<file path="config.mk">
export PLATFORM = sky130hd
export DESIGN_NAME = route_pattern_tokenizer
export DESIGN_NICKNAME = d
export VERILOG_FILES = /design/src/rtl/rpt_pkg.sv /design/src/rtl/rpt_front.sv /design/src/rtl/rpt_queue.sv /design/src/rtl/rpt_back.sv /design/src/rtl/route_pattern_tokenizer.sv
export SDC_FILE = /design/constraint.sdc
export NUM_CORES = 1
export LEC_CHECK = 0
export ABC_AREA = 0
export BUFFER_PORTS_ARGS = -buffer_cell sky130_fd_sc_hd__clkbuf_2
export CAP_MARGIN = 20
export CORE_MARGIN = 4
export CORE_UTILIZATION = 45
export DETAILED_ROUTE_END_ITERATION = 6
export PLACE_DENSITY = 0.65
export SLEW_MARGIN = 15
export SYNTH_ARGS = -nofsm -noshare
export SYNTH_HDL_FRONTEND = slang
export SYNTH_HIERARCHICAL = 1
export SYNTH_SLANG_ARGS = --single-unit
</file>
<file path="constraint.sdc">
create_clock -name clk_i -period 10.5 [get_ports clk_i]
set_input_delay 3.15 -clock clk_i [delete_from_list [all_inputs] [get_ports clk_i]]
set_output_delay 3.15 -clock clk_i [all_outputs]
set_load 0.05 [all_outputs]
</file>
<file path="src/rtl/rpt_pkg.sv">
// ----------------------------------------------------------------------------
// rpt_pkg
// Shared types and constants of the route pattern tokenizer.
// ----------------------------------------------------------------------------
package rpt_pkg;

  localparam int TOKEN_LIMIT  = 255;
  localparam int PATTERN_SPAN = 1024;

  // token queue between scanner and output stage
  localparam int QUEUE_DEPTH = 4;
  localparam int QUEUE_AW    = $clog2(QUEUE_DEPTH);
  localparam int QUEUE_CW    = $clog2(QUEUE_DEPTH + 1);

  localparam int OFFSET_W = 10;
  localparam int LENGTH_W = 8;

  // configuration register word index
  localparam logic REG_SYNTAX = 1'b0;

  typedef enum logic [1:0] {
    SYNTAX_COLON = 2'd0,
    SYNTAX_ANGLE = 2'd1,
    SYNTAX_BRACE = 2'd2,
    SYNTAX_NONE  = 2'd3
  } syntax_e;

  typedef enum logic [2:0] {
    KIND_LITERAL    = 3'd0,
    KIND_PARAM      = 3'd1,
    KIND_WILDCARD   = 3'd2,
    KIND_TRAILING   = 3'd3,
    KIND_END        = 3'd4,
    KIND_ILLEGAL    = 3'd5,
    KIND_NO_PATTERN = 3'd6
  } kind_e;

  typedef enum logic [2:0] {
    PH_IDLE        = 3'd0,
    PH_SLASH       = 3'd1,
    PH_AFTER_CLOSE = 3'd2,
    PH_PARAM_OPEN  = 3'd3,
    PH_PARAM_NAME  = 3'd4,
    PH_LITERAL     = 3'd5,
    PH_STAR        = 3'd6
  } phase_e;

  typedef struct packed {
    logic [LENGTH_W-1:0] length;
    logic [OFFSET_W-1:0] offset;
    kind_e               kind;
  } token_t;

  // one or two tokens caused by one pattern byte
  typedef struct packed {
    logic   two;
    token_t tok1;
    token_t tok0;
  } entry_t;

endpackage

</file>
<file path="src/rtl/rpt_front.sv">
// ----------------------------------------------------------------------------
// rpt_front
// Pattern scanner: takes one byte per beat, tracks the segment phase and
// pushes the tokens each byte produces into the token queue.
// ----------------------------------------------------------------------------
module rpt_front #(
  parameter int TokenLimit  = rpt_pkg::TOKEN_LIMIT,
  parameter int PatternSpan = rpt_pkg::PATTERN_SPAN
) (
  input  logic             clk_i,
  input  logic             rst_ni,
  input  logic             in_valid_i,
  output logic             in_ready_o,
  input  logic [7:0]       byte_i,
  input  logic             begin_i,
  input  rpt_pkg::syntax_e syntax_i,
  input  logic             full_i,
  output logic             push_o,
  output rpt_pkg::entry_t  entry_o
);

  localparam int PW = $clog2(PatternSpan + 1);
  localparam int OW = $clog2(PatternSpan);
  localparam int SW = $clog2(TokenLimit + 2);

  localparam logic [7:0] ChNul   = 8'h00;
  localparam logic [7:0] ChSlash = 8'h2F;
  localparam logic [7:0] ChColon = 8'h3A;
  localparam logic [7:0] ChLt    = 8'h3C;
  localparam logic [7:0] ChGt    = 8'h3E;
  localparam logic [7:0] ChLbr   = 8'h7B;
  localparam logic [7:0] ChRbr   = 8'h7D;
  localparam logic [7:0] ChStar  = 8'h2A;
  localparam logic [7:0] ChHash  = 8'h23;
  localparam logic [7:0] ChQuest = 8'h3F;
  localparam logic [7:0] ChUnder = 8'h5F;
  localparam logic [7:0] ChSpace = 8'h20;
  localparam logic [7:0] ChDel   = 8'h7F;

  function automatic logic is_letter(input logic [7:0] b);
    return (b >= 8'h41 && b <= 8'h5A) || (b >= 8'h61 && b <= 8'h7A);
  endfunction

  function automatic logic is_name_char(input logic [7:0] b);
    return is_letter(b) || (b >= 8'h30 && b <= 8'h39) || b == ChUnder;
  endfunction

  function automatic logic literal_bad(input logic [7:0] b);
    return b == ChStar || b == ChHash || b == ChQuest || b <= ChSpace || b == ChDel;
  endfunction

  function automatic rpt_pkg::token_t mk_tok(input rpt_pkg::kind_e kind,
                                             input logic [OW-1:0] off,
                                             input logic [SW-1:0] len);
    rpt_pkg::token_t t;
    t.kind   = kind;
    t.offset = rpt_pkg::OFFSET_W'(off);
    t.length = rpt_pkg::LENGTH_W'(len);
    return t;
  endfunction

  function automatic rpt_pkg::token_t bare_tok(input rpt_pkg::kind_e kind);
    rpt_pkg::token_t t;
    t        = '0;
    t.kind   = kind;
    return t;
  endfunction

  rpt_pkg::phase_e phase_q, phase_d;
  logic [PW-1:0]   pos_q, pos_d;
  logic [OW-1:0]   origin_q, origin_d;
  logic [SW-1:0]   size_q, size_d;
  logic            swf_q, swf_d;

  logic            accept;
  logic            opens, closes, over;
  logic            do_begin, do_close;
  rpt_pkg::kind_e  close_kind;
  logic [1:0]      n;
  rpt_pkg::entry_t ent;
  logic [OW-1:0]   pos_cur;

  assign in_ready_o = !full_i;
  assign accept     = in_valid_i && in_ready_o;
  assign pos_cur    = OW'(pos_q);
  assign over       = size_q > SW'(TokenLimit);

  assign opens  = (byte_i == ChColon && syntax_i == rpt_pkg::SYNTAX_COLON) ||
                  (byte_i == ChLt    && syntax_i == rpt_pkg::SYNTAX_ANGLE) ||
                  (byte_i == ChLbr   && syntax_i == rpt_pkg::SYNTAX_BRACE);
  assign closes = (byte_i == ChGt  && syntax_i == rpt_pkg::SYNTAX_ANGLE) ||
                  (byte_i == ChRbr && syntax_i == rpt_pkg::SYNTAX_BRACE);

  always_comb begin
    phase_d    = phase_q;
    pos_d      = pos_q;
    origin_d   = origin_q;
    size_d     = size_q;
    swf_d      = swf_q;
    ent        = '0;
    n          = 2'd0;
    do_begin   = 1'b0;
    do_close   = 1'b0;
    close_kind = rpt_pkg::KIND_LITERAL;

    if (begin_i) begin
      pos_d    = PW'(1);
      origin_d = '0;
      size_d   = '0;
      if (byte_i == ChSlash) begin
        phase_d = rpt_pkg::PH_SLASH;
        swf_d   = 1'b1;
      end else begin
        phase_d  = rpt_pkg::PH_IDLE;
        swf_d    = 1'b0;
        ent.tok0 = bare_tok(rpt_pkg::KIND_NO_PATTERN);
        n        = 2'd1;
      end
    end else if (phase_q == rpt_pkg::PH_IDLE) begin
      n = 2'd0;
    end else if (pos_q >= PW'(PatternSpan)) begin
      phase_d  = rpt_pkg::PH_IDLE;
      ent.tok0 = bare_tok(rpt_pkg::KIND_ILLEGAL);
      n        = 2'd1;
    end else begin
      pos_d = pos_q + PW'(1);
      unique case (phase_q)
        rpt_pkg::PH_SLASH: begin
          if (byte_i == ChNul) begin
            phase_d = rpt_pkg::PH_IDLE;
            if (!swf_q) begin
              ent.tok0 = bare_tok(rpt_pkg::KIND_TRAILING);
              ent.tok1 = bare_tok(rpt_pkg::KIND_END);
              n        = 2'd2;
            end else begin
              ent.tok0 = bare_tok(rpt_pkg::KIND_END);
              n        = 2'd1;
            end
          end else if (byte_i == ChSlash) begin
            phase_d  = rpt_pkg::PH_IDLE;
            ent.tok0 = bare_tok(rpt_pkg::KIND_ILLEGAL);
            n        = 2'd1;
          end else begin
            do_begin = 1'b1;
          end
        end
        rpt_pkg::PH_AFTER_CLOSE: begin
          if (byte_i == ChNul) begin
            phase_d  = rpt_pkg::PH_IDLE;
            ent.tok0 = bare_tok(rpt_pkg::KIND_END);
            n        = 2'd1;
          end else if (byte_i == ChSlash) begin
            phase_d = rpt_pkg::PH_SLASH;
            swf_d   = 1'b0;
          end else begin
            do_begin = 1'b1;
          end
        end
        rpt_pkg::PH_PARAM_OPEN: begin
          if (is_letter(byte_i)) begin
            origin_d = pos_cur;
            size_d   = SW'(1);
            phase_d  = rpt_pkg::PH_PARAM_NAME;
          end else begin
            phase_d  = rpt_pkg::PH_IDLE;
            ent.tok0 = bare_tok(rpt_pkg::KIND_ILLEGAL);
            n        = 2'd1;
          end
        end
        rpt_pkg::PH_PARAM_NAME: begin
          if (byte_i == ChNul || byte_i == ChSlash) begin
            do_close   = 1'b1;
            close_kind = rpt_pkg::KIND_PARAM;
          end else if (closes) begin
            n = 2'd1;
            if (over) begin
              phase_d  = rpt_pkg::PH_IDLE;
              ent.tok0 = bare_tok(rpt_pkg::KIND_ILLEGAL);
            end else begin
              phase_d  = rpt_pkg::PH_AFTER_CLOSE;
              ent.tok0 = mk_tok(rpt_pkg::KIND_PARAM, origin_q, size_q);
            end
          end else if (is_name_char(byte_i)) begin
            if (!over) size_d = size_q + SW'(1);
          end else begin
            phase_d  = rpt_pkg::PH_IDLE;
            ent.tok0 = bare_tok(rpt_pkg::KIND_ILLEGAL);
            n        = 2'd1;
          end
        end
        rpt_pkg::PH_LITERAL: begin
          if (byte_i == ChNul || byte_i == ChSlash) begin
            do_close   = 1'b1;
            close_kind = rpt_pkg::KIND_LITERAL;
          end else if (literal_bad(byte_i)) begin
            phase_d  = rpt_pkg::PH_IDLE;
            ent.tok0 = bare_tok(rpt_pkg::KIND_ILLEGAL);
            n        = 2'd1;
          end else if (!over) begin
            size_d = size_q + SW'(1);
          end
        end
        rpt_pkg::PH_STAR: begin
          if (byte_i == ChNul) begin
            phase_d  = rpt_pkg::PH_IDLE;
            ent.tok0 = bare_tok(rpt_pkg::KIND_WILDCARD);
            ent.tok1 = bare_tok(rpt_pkg::KIND_END);
            n        = 2'd2;
          end else if (byte_i == ChSlash) begin
            phase_d  = rpt_pkg::PH_SLASH;
            swf_d    = 1'b0;
            ent.tok0 = bare_tok(rpt_pkg::KIND_WILDCARD);
            n        = 2'd1;
          end else begin
            phase_d  = rpt_pkg::PH_IDLE;
            ent.tok0 = bare_tok(rpt_pkg::KIND_ILLEGAL);
            n        = 2'd1;
          end
        end
        default: begin
          phase_d = rpt_pkg::PH_IDLE;
        end
      endcase

      // start a new segment on a byte that is neither NUL nor slash
      if (do_begin) begin
        swf_d = 1'b0;
        if (opens) begin
          phase_d = rpt_pkg::PH_PARAM_OPEN;
        end else if (byte_i == ChStar) begin
          phase_d = rpt_pkg::PH_STAR;
        end else if (literal_bad(byte_i)) begin
          phase_d  = rpt_pkg::PH_IDLE;
          ent.tok0 = bare_tok(rpt_pkg::KIND_ILLEGAL);
          n        = 2'd1;
        end else begin
          origin_d = pos_cur;
          size_d   = SW'(1);
          phase_d  = rpt_pkg::PH_LITERAL;
        end
      end

      // close a literal or name on NUL or slash
      if (do_close) begin
        if (over) begin
          phase_d  = rpt_pkg::PH_IDLE;
          ent.tok0 = bare_tok(rpt_pkg::KIND_ILLEGAL);
          n        = 2'd1;
        end else if (byte_i == ChNul) begin
          phase_d  = rpt_pkg::PH_IDLE;
          ent.tok0 = mk_tok(close_kind, origin_q, size_q);
          ent.tok1 = bare_tok(rpt_pkg::KIND_END);
          n        = 2'd2;
        end else begin
          phase_d  = rpt_pkg::PH_SLASH;
          swf_d    = 1'b0;
          ent.tok0 = mk_tok(close_kind, origin_q, size_q);
          n        = 2'd1;
        end
      end
    end

    ent.two = (n == 2'd2);
  end

  assign push_o  = accept && (n != 2'd0);
  assign entry_o = ent;

  always_ff @(posedge clk_i or negedge rst_ni) begin
    if (!rst_ni) begin
      phase_q  <= rpt_pkg::PH_IDLE;
      pos_q    <= '0;
      origin_q <= '0;
      size_q   <= '0;
      swf_q    <= 1'b0;
    end else if (accept) begin
      phase_q  <= phase_d;
      pos_q    <= pos_d;
      origin_q <= origin_d;
      size_q   <= size_d;
      swf_q    <= swf_d;
    end
  end

  // a pending token never grows past the saturation point
  a_size_sat: assert property (@(posedge clk_i) disable iff (!rst_ni)
    size_q <= SW'(TokenLimit + 1))
    else $error("token size beyond saturation");

  // the position never runs past the span limit; once there it stays there
  a_pos_range: assert property (@(posedge clk_i) disable iff (!rst_ni)
    pos_q <= PW'(PatternSpan))
    else $error("byte position out of range");

endmodule

</file>
<file path="src/rtl/rpt_queue.sv">
// ----------------------------------------------------------------------------
// rpt_queue
// Short token queue between scanner and output stage.
// ----------------------------------------------------------------------------
module rpt_queue (
  input  logic            clk_i,
  input  logic            rst_ni,
  input  logic            push_i,
  input  rpt_pkg::entry_t entry_i,
  output logic            full_o,
  input  logic            pop_i,
  output logic            valid_o,
  output rpt_pkg::entry_t entry_o
);

  rpt_pkg::entry_t                mem_q [rpt_pkg::QUEUE_DEPTH];
  logic [rpt_pkg::QUEUE_AW-1:0]   wr_q, rd_q;
  logic [rpt_pkg::QUEUE_CW-1:0]   count_q;

  assign full_o  = count_q == rpt_pkg::QUEUE_CW'(rpt_pkg::QUEUE_DEPTH);
  assign valid_o = count_q != '0;
  assign entry_o = mem_q[rd_q];

  always_ff @(posedge clk_i) begin
    if (push_i) begin
      mem_q[wr_q] <= entry_i;
    end
  end

  always_ff @(posedge clk_i or negedge rst_ni) begin
    if (!rst_ni) begin
      wr_q    <= '0;
      rd_q    <= '0;
      count_q <= '0;
    end else begin
      if (push_i) wr_q <= wr_q + rpt_pkg::QUEUE_AW'(1);
      if (pop_i)  rd_q <= rd_q + rpt_pkg::QUEUE_AW'(1);
      if (push_i && !pop_i) begin
        count_q <= count_q + rpt_pkg::QUEUE_CW'(1);
      end else if (pop_i && !push_i) begin
        count_q <= count_q - rpt_pkg::QUEUE_CW'(1);
      end
    end
  end

  a_no_overflow: assert property (@(posedge clk_i) disable iff (!rst_ni)
    push_i |-> !full_o)
    else $error("push into full token queue");

  a_no_underflow: assert property (@(posedge clk_i) disable iff (!rst_ni)
    pop_i |-> valid_o)
    else $error("pop from empty token queue");

endmodule

</file>
<file path="src/rtl/rpt_back.sv">
// ----------------------------------------------------------------------------
// rpt_back
// Output stage: unpacks queued entries into single token beats and marks
// the last token of each byte.
// ----------------------------------------------------------------------------
module rpt_back (
  input  logic            clk_i,
  input  logic            rst_ni,
  input  logic            q_valid_i,
  input  rpt_pkg::entry_t q_entry_i,
  output logic            pop_o,
  output logic            out_valid_o,
  input  logic            out_ready_i,
  output rpt_pkg::token_t token_o,
  output logic            last_o
);

  logic            valid_q;
  logic            idx_q;
  rpt_pkg::entry_t ent_q;
  logic            adv, load;

  assign last_o      = !ent_q.two || idx_q;
  assign adv         = valid_q && out_ready_i;
  assign load        = !valid_q || (adv && last_o);
  assign pop_o       = load && q_valid_i;
  assign out_valid_o = valid_q;
  assign token_o     = idx_q ? ent_q.tok1 : ent_q.tok0;

  always_ff @(posedge clk_i or negedge rst_ni) begin
    if (!rst_ni) begin
      valid_q <= 1'b0;
      idx_q   <= 1'b0;
    end else if (load) begin
      valid_q <= q_valid_i;
      idx_q   <= 1'b0;
    end else if (adv) begin
      // move on to the second token of the entry
      idx_q <= 1'b1;
    end
  end

  always_ff @(posedge clk_i) begin
    if (pop_o) begin
      ent_q <= q_entry_i;
    end
  end

  a_second_only_pairs: assert property (@(posedge clk_i) disable iff (!rst_ni)
    (valid_q && idx_q) |-> ent_q.two)
    else $error("second beat of a single-token entry");

  a_first_then_second: assert property (@(posedge clk_i) disable iff (!rst_ni)
    (adv && !last_o) |=> (valid_q && idx_q))
    else $error("second token of a pair was skipped");

endmodule

</file>
<file path="src/rtl/route_pattern_tokenizer.sv">
// ----------------------------------------------------------------------------
// route_pattern_tokenizer
// Splits a byte stream of URL route patterns into tokens.
// ----------------------------------------------------------------------------
// The block takes one pattern byte per clock cycle. A byte gives zero, one or
// two tokens; each token is one output beat, and a terminating NUL that closes
// a pending segment gives two beats. A four-entry token queue between the
// scanner and the output register absorbs these pairs and output stalls;
// input is held off only while that queue is full. Each token is written into
// the queue first and then loaded into the output register.
// Register parameter_syntax (offset 0x0) selects the parameter marker and is
// to be written only while no pattern is in flight.
module route_pattern_tokenizer #(
  parameter int TokenLimit  = rpt_pkg::TOKEN_LIMIT,
  parameter int PatternSpan = rpt_pkg::PATTERN_SPAN
) (
  input  logic        clk_i,
  input  logic        rst_ni,
  // input byte stream
  input  logic        s_axis_tvalid,
  output logic        s_axis_tready,
  input  logic [7:0]  s_axis_tdata,   // [7:0] pattern_byte
  input  logic        s_axis_tuser,   // [0] pattern_begin
  // token stream
  output logic        m_axis_tvalid,
  input  logic        m_axis_tready,
  output logic [23:0] m_axis_tdata,   // [2:0] token_kind, [12:3] token_offset,
                                      // [20:13] token_length, [23:21] zero
  output logic        m_axis_tlast,   // run_last
  // configuration
  input  logic        psel,
  input  logic        penable,
  input  logic        pwrite,
  input  logic [2:0]  paddr,
  input  logic [31:0] pwdata,
  output logic [31:0] prdata,
  output logic        pready
);

  rpt_pkg::syntax_e syntax_q;
  logic             cfg_wr;

  logic             push;
  logic             full;
  rpt_pkg::entry_t  push_entry;
  logic             pop;
  logic             q_valid;
  rpt_pkg::entry_t  q_entry;
  rpt_pkg::token_t  tok;

  assign pready = 1'b1;
  assign cfg_wr = psel && penable && pwrite && pready && (paddr[2] == rpt_pkg::REG_SYNTAX);
  assign prdata = (paddr[2] == rpt_pkg::REG_SYNTAX) ? {30'd0, syntax_q} : 32'd0;

  always_ff @(posedge clk_i or negedge rst_ni) begin
    if (!rst_ni) begin
      syntax_q <= rpt_pkg::SYNTAX_COLON;
    end else if (cfg_wr) begin
      syntax_q <= rpt_pkg::syntax_e'(pwdata[1:0]);
    end
  end

  rpt_front #(
    .TokenLimit  (TokenLimit),
    .PatternSpan (PatternSpan)
  ) u_front (
    .clk_i      (clk_i),
    .rst_ni     (rst_ni),
    .in_valid_i (s_axis_tvalid),
    .in_ready_o (s_axis_tready),
    .byte_i     (s_axis_tdata),
    .begin_i    (s_axis_tuser),
    .syntax_i   (syntax_q),
    .full_i     (full),
    .push_o     (push),
    .entry_o    (push_entry)
  );

  rpt_queue u_queue (
    .clk_i   (clk_i),
    .rst_ni  (rst_ni),
    .push_i  (push),
    .entry_i (push_entry),
    .full_o  (full),
    .pop_i   (pop),
    .valid_o (q_valid),
    .entry_o (q_entry)
  );

  rpt_back u_back (
    .clk_i       (clk_i),
    .rst_ni      (rst_ni),
    .q_valid_i   (q_valid),
    .q_entry_i   (q_entry),
    .pop_o       (pop),
    .out_valid_o (m_axis_tvalid),
    .out_ready_i (m_axis_tready),
    .token_o     (tok),
    .last_o      (m_axis_tlast)
  );

  assign m_axis_tdata = {3'd0, tok.length, tok.offset, tok.kind};

endmodule
</file>
**Word level (Yosys, flattened, before mapping)**

Memory sizes are Yosys's and may differ from the RTL's. A register that Yosys moved wholly into a read port is not among the register bits.
Cells that the tools add are included.

- Add/sub/neg operators: 6
- $lt $le $gt $ge: 9
- Eq/ne operators: 29
- Mux-type cells: 136
- Bitwise gates (word level): 1
- Reductions and logical operators: 48

Operator list:

| cell | number |
|---|---|
| 21-bit 2-to-1 mux | 16 |
| 9-bit 2-to-1 mux | 14 |
| 21-bit one-hot mux with 6 select lines | 1 |
| 3-bit 2-to-1 mux | 35 |
| 10-bit 2-to-1 mux | 9 |
| 42-bit 2-to-1 mux | 2 |
| 8-bit by 6-bit equality test with 1-bit output, second input constant | 7 |
| 1-bit 2-to-1 mux | 35 |
| 2-bit 2-to-1 mux | 17 |
| 11-bit 2-to-1 mux | 3 |
| 8-bit by 7-bit equality test with 1-bit output, second input constant | 4 |
| 9-bit one-hot mux with 3 select lines | 1 |
| 1-bit logical AND | 18 |
| 3-bit one-hot mux with 6 select lines | 1 |
| 8-bit by 7-bit greater-or-equal comparator with 1-bit output, second input constant | 2 |
| 8-bit by 6-bit less-or-equal comparator with 1-bit output, second input constant | 2 |
| 8-bit by 7-bit less-or-equal comparator with 1-bit output, second input constant | 2 |
| 7-bit by 2-bit inequality test with 1-bit output, second input constant | 2 |
| 1-bit logical OR | 13 |
| 3-bit equality test, second input constant | 4 |
| 6-bit by 5-bit inequality test with 1-bit output, second input constant | 2 |
| 2-bit one-hot mux with 6 select lines | 1 |
| 11-bit by 1-bit adder with 11-bit output, second input constant | 1 |
| 11-bit greater-or-equal comparator, second input constant | 1 |
| other kinds (24) | 36 |

- Bits in registers: 45
- Bits in writable memories: 172
- Input port bits: 51
- Output and inout port bits: 60
- Logic and storage cells: 241
- Memories: 1

Memories:

| memory | depth | bits a word | rd ports | clocked after memory_dff | write ports | line | source |
|---|---|---|---|---|---|---|---|
| u_queue.mem_q | 4 | 43 | 1 | 1 | 1 | rpt_queue.sv:16 | `rpt_pkg::entry_t mem_q [rpt_pkg::QUEUE_DEPTH];` |

**Longest topological paths before layout**

- Depth after elaboration: 23
- Depth in mapped cells: 16
- Depth with buffers taken out: 15

**Cells and area by module**

The synthesis kept the hierarchy.

By module, submodules not included:

| module | instances | cells an instance | area each (um^2) | seq. area each (um^2) |
|---|---|---|---|---|
| rpt_queue | 1 | 259 | 6,660.1 | 5,340.1 |
| rpt_front | 1 | 358 | 2,852.7 | 850.8 |
| rpt_back | 1 | 77 | 1,651.6 | 1,341.3 |
| route_pattern_tokenizer | 1 | 43 | 384.1 | 50.0 |

**Worst setup path before layout**

No wires, ideal clock.

- Path type: input-to-reg
- From: input s_axis_tdata[1]
- To: memory u_queue/mem_q[1][0] (netlist name) (enable)
- Setup time: 405 ps
- Arrival time: 6,377 ps
- Data required time: 10,095 ps
- Setup slack: 3,718 ps
- Stages on the path: 8
- Path buffers: 1
- Cell sequence: buf_6 or4_4 o221a_4 nor4_1 and3_1 nor4_1 a221oi_1 and2_1

- Longest elaborated chain between the ends: 21
- Elaborated cells on any way between the ends: 74
- Those cells by class: order compare: 7; eq/ne: 11; mux: 34; reduce/logical: 22

Ends and longest elaborated chain:

| what | line | source |
|---|---|---|
| start: declaration | route_pattern_tokenizer.sv:22 | `input logic [7:0] s_axis_tdata,` |
| 8-bit by 7-bit greater-or-equal comparator with 1-bit output or 8-bit by 7-bit less-or-equal comparator with 1-bit output (tied branches) | rpt_front.sv:41 | `return (b >= 8'h41 && b <= 8'h5A) \|\| (b >= 8'h61 && b <= 8'h7A);` |
| 1-bit logical AND | rpt_front.sv:41 |  |
| 1-bit logical OR | rpt_front.sv:41 |  |
| 1-bit logical OR (2 in a row) | rpt_front.sv:45 | `return is_letter(b) \|\| (b >= 8'h30 && b <= 8'h39) \|\| b == ChUnder;` |
| 1-bit 2-to-1 mux | rpt_front.sv:183 | `end else if (is_name_char(byte_i)) begin` |
| 2-bit 2-to-1 mux | rpt_front.sv:174 | `end else if (closes) begin` |
| 2-bit 2-to-1 mux | rpt_front.sv:171 | `if (byte_i == ChNul \|\| byte_i == ChSlash) begin` |
| 2-bit one-hot mux with 6 select lines | rpt_front.sv:127 | `unique case (phase_q)` |
| [... 5 more ...] | - |  |
| 2-bit 2-to-1 mux | rpt_front.sv:121 | `end else if (pos_q >= PW'(PatternSpan)) begin` |
| 2-bit 2-to-1 mux | rpt_front.sv:119 | `end else if (phase_q == rpt_pkg::PH_IDLE) begin` |
| 2-bit 2-to-1 mux (*) | rpt_front.sv:106 | `if (begin_i) begin` |
| 2-bit nonzero test (*) | rpt_front.sv:266 | `assign push_o = accept && (n != 2'd0);` |
| 1-bit logical AND (*) | rpt_front.sv:266 |  |
| net push | route_pattern_tokenizer.sv:43 | `logic push;` |
| 1-bit 2-to-1 mux (*) | rpt_queue.sv:25 | `if (push_i) begin` |
| 1-bit 2-to-1 mux (not written as such) (*) | rpt_queue.sv:26 | `mem_q[wr_q] <= entry_i;` |
| end: declaration | rpt_queue.sv:16 |  |

The timed path passes the listed nets; every way through them passes the cells marked *. The select of a mux whose other input is x is not followed.

**Worst setup path in the final report**

- From: input paddr[2]
- To: output prdata[1]

- Longest elaborated chain between the ends: 1

Ends and longest elaborated chain:

| what | line | source |
|---|---|---|
| start: declaration | route_pattern_tokenizer.sv:34 | `input logic [2:0] paddr,` |
| 2-bit 2-to-1 mux | route_pattern_tokenizer.sv:53 | `assign prdata = (paddr[2] == rpt_pkg::REG_SYNTAX) ? {30'd0, syntax_q} : 32'd0;` |
| end: declaration | route_pattern_tokenizer.sv:36 | `output logic [31:0] prdata,` |

No other way between the ends.

==> run_results.csv <==
group,metric,value,unit
routing,first_iter_violations,537,
worst_setup_path,cp_max_fo,3,
global_routing,grt_usage,14.34,%
global_routing,grt_first_pass_wirelength,32.75,mm
layout,layout_common_cells,"215 x edfxtp_1, 54 x conb_1, 44 x clkbuf_2",
yosys,synth-main-ff-cell,"edfxtp_1",
layout,syn_to_final_growth,10.23,%
global_routing,grt_pass1_vias,6113,
yosys,yosysSeqAreaShare,65.66,%
place,dp_hpwl,12.92,mm
worst_setup_path,max_stage_delay,0.27,ns
layout,fillCellCount,2089,
layout,drive_above_1_share,22.68,%
routing,wl_per_cell,18.01,um
clock_tree,post_cts_buffers,0,
clock_tree,cts.sinks,260,
clock_tree,clk_transition_reported_paths,0.05,ns
worst_setup_path,path_class,"input port to primary output",
layout,layout.nets,849,
global_routing,antenna_found_initial,0,
floorplanning,boundaryPins,111,
floorplanning,dieArea,0.02829,mm2
floorplanning,core,0.02518,mm2
clock_tree,clkLatencyLatePin,0.51,ns
status,outcome,"finished clean",
sta,finalSetupTns,0,ns
routing,routed_via_density,5.406,
worst_setup_path,worstPathCellList,"clkbuf_2, and2b_2, clkbuf_2",
worst_setup_path,cp-start-kind,"input port",
routing,vias,6147,
sta,final_hold_viol_count,0,
yosys,ys_ff_latch,260,
floorplanning,fp.dieH,168.2,um
pwr,power_density,254.1,mW/mm2
sta,worst_pin_slew,0.8866,ns
sta,slew_headroom,40.89,%
clock_tree,cts-root-buf,"clkbuf_16",
global_routing,grt.overflow.total,0,
worst_setup_path,worstRegToRegCells,9,
routing,wl,20.48,mm
floorplanning,die_w,168.2,um
yosys,synth_edf_count,215,
clock_tree,clk_path_buf_depth,3,
worst_setup_path,worst_path_max_delay_cell,"clkbuf_2",
clock_tree,numCtsBuffers,26,
place,placed_cells,1089,
yosys,synth_cells,737,
routing,first_pass_iters,6,
worst_setup_path,cpMostUsedCell,"clkbuf_2",
pwr,cellLeakagePower,4.527,nW
layout,n_antenna_cell,0,
pwr,peakVddDrop,0.1407,mV
routing,drtAntennaViolNets,0,
clock_tree,postCtsResizedCells,0,
global_routing,grt_max_degree,46,
sta,fmax,145.9,MHz
floorplanning,initial_utilization,45.86,%
floorplanning,rows,58,
yosys,synth.cell_area,0.01155,mm2
sta,maxSlewViolCount,0,
sta,rsz0062_at_grt,"no",
worst_hold_path,hp-class,"register to register",
worst_setup_path,worstPathArrival,3.71,ns
sta,setup_viol,0,
yosys,syn_area_per_cell,15.67,um2
worst_setup_path,end_kind,"primary output",
clock_tree,holdBufCountCts,0,
yosys,synthArstFlopShare,17.31,%
layout,final_common_cell,"edfxtp_1",
job,maxCapViolations,0,
routing,drc,0,
worst_setup_path,critPathRequiredTime,7.35,ns
yosys,ys_warn_count,6,
sta,finalClockSkew,0.01072,ns
yosys,synth_cell_types,71,
sta,period_share,65.29,%
clock_tree,cts_tree,"built",
layout,fin_cells,1137,
place,place_congestion,0.8859,
worst_hold_path,holdPathStages,1,
place,portBuffers,44,
clock_tree,cts.htree.levels,1,
sta,period_minus_slack,6.856,ns
[routing by layer]
layer / routed length [um] / up-vias / track usage, %
li1: - / 2830 / -
met5: 0 / - / 0
met4: 346 / 0 / 3.917
met1: 8931 / 3135 / 19.33
met3: 930 / 32 / 2.231
met2: 10270 / 150 / 24.44
[registers in the layout, summed over array words and instances, names as in the netlist]
signal              count
u_front/size_q          9
syntax_q                2
u_front/origin_q       10
u_front/phase_q         3
u_back/idx_q            1
u_front/pos_q          11
u_back/out_valid_o      1
u_queue/mem_q         172
u_queue/rd_q            2
u_queue/wr_q            2
u_front/swf_q           1
u_back/ent_q           43
u_queue/count_q         3
[power breakdown]
| group | switching, mW | internal (mW) |
|---|---|---|
| clock network | 0.359 | 0.577 |
| logic | 0.576 | 0.321 |
| registers | 0.0819 | 1.32 |
[per-stage QoR]
stage	total power [mW]	util [%]	hold WS, ns	setup WS, ns	cell area [um2]
2_1_floorplan	2.179	-	0.4491	3.718	11740
3_3_place_gp	2.324	47.04	0.4772	3.214	11850
3_5_place_dp	2.338	47.04	0.4770	3.217	11850
4_1_cts	3.281	50.55	0.4848	3.639	12730
5_1_grt	3.402	50.55	0.5093	3.524	12730
6_report	3.235	50.55	0.4814	3.644	12730
[worst paths after layout]
check	from	endpoint	slack, ns
worst max-delay path	paddr[2]	prdata[1]	3.64
worst min-delay path	u_queue/count_q[2]	u_queue/count_q[2]	0.48
worst max register to register	u_front/phase_q[0]	u_queue/mem_q[0][1]	6.52
worst min register to register	u_queue/count_q[2]	u_queue/count_q[2]	0.48
max in group asynchronous	rst_ni	u_queue/rd_q[1]	7.33
min in group asynchronous	rst_ni	u_queue/wr_q[1]	2.72
[critical path, delay by kind of cell]
family	cells	cell delay, ns
buffers and inverters	2	0.36
AND/OR/NAND/NOR	1	0.20
[area by class of cell]
type,count,area (um2),area share [%]
clock buffers,36,719.4,5.652
repair buffers,57,317.8,2.497
well taps,330,412.9,3.244
clock inverters,12,163.9,1.288
inverters,16,60.06,0.4718
flip-flops and latches,260,7585,59.58
multi-input cells,426,3471,27.27
[synth_stat cells (3+ instances only)]
library cell	n	share of area, %
edfxtp_1	215	56
dfrtp_1	45	9.8
mux4_1	5	1.1
o21ai_0	21	0.91
and3_1	8	0.43
xnor2_1	6	0.46
buf_12	4	0.69
a21oi_1	21	0.91
nor3_1	10	0.43
nor4_1	11	0.60
a31oi_1	11	0.60
mux2i_1	11	0.95
mux4_2	38	7.4
ha_1	10	1.1
o22ai_1	3	0.16
nand3_1	15	0.65
nor4b_1	3	0.23
nor2b_1	5	0.27
nand4_1	5	0.27
inv_1	15	0.49
or3_1	5	0.27
clkbuf_1	9	0.29
nor2_1	37	1.2
and2_1	21	1.1
conb_1	3	0.098
nand3b_1	3	0.20
mux2_2	25	2.4
buf_6	5	0.49
nand2b_1	4	0.22
xor2_1	7	0.53
buf_2	12	0.52
buf_4	56	3.6
o31ai_1	4	0.26
nand2_1	36	1.2
[cells by family after synthesis]
family / count (synthesis) / synth area share, %
flip-flops: 260 / 65.66
AND/OR/NAND/NOR: 180 / 8.602
buffers and inverters: 102 / 6.154
AO/OA/AOI/OAI: 87 / 5.049
multiplexers: 81 / 12.20
XOR/XNOR: 13 / 0.9859
adder cells (fa/ha/maj): 11 / 1.257
other: 3 / 0.09750
Note: power is estimated with default switching activity, not from simulation.
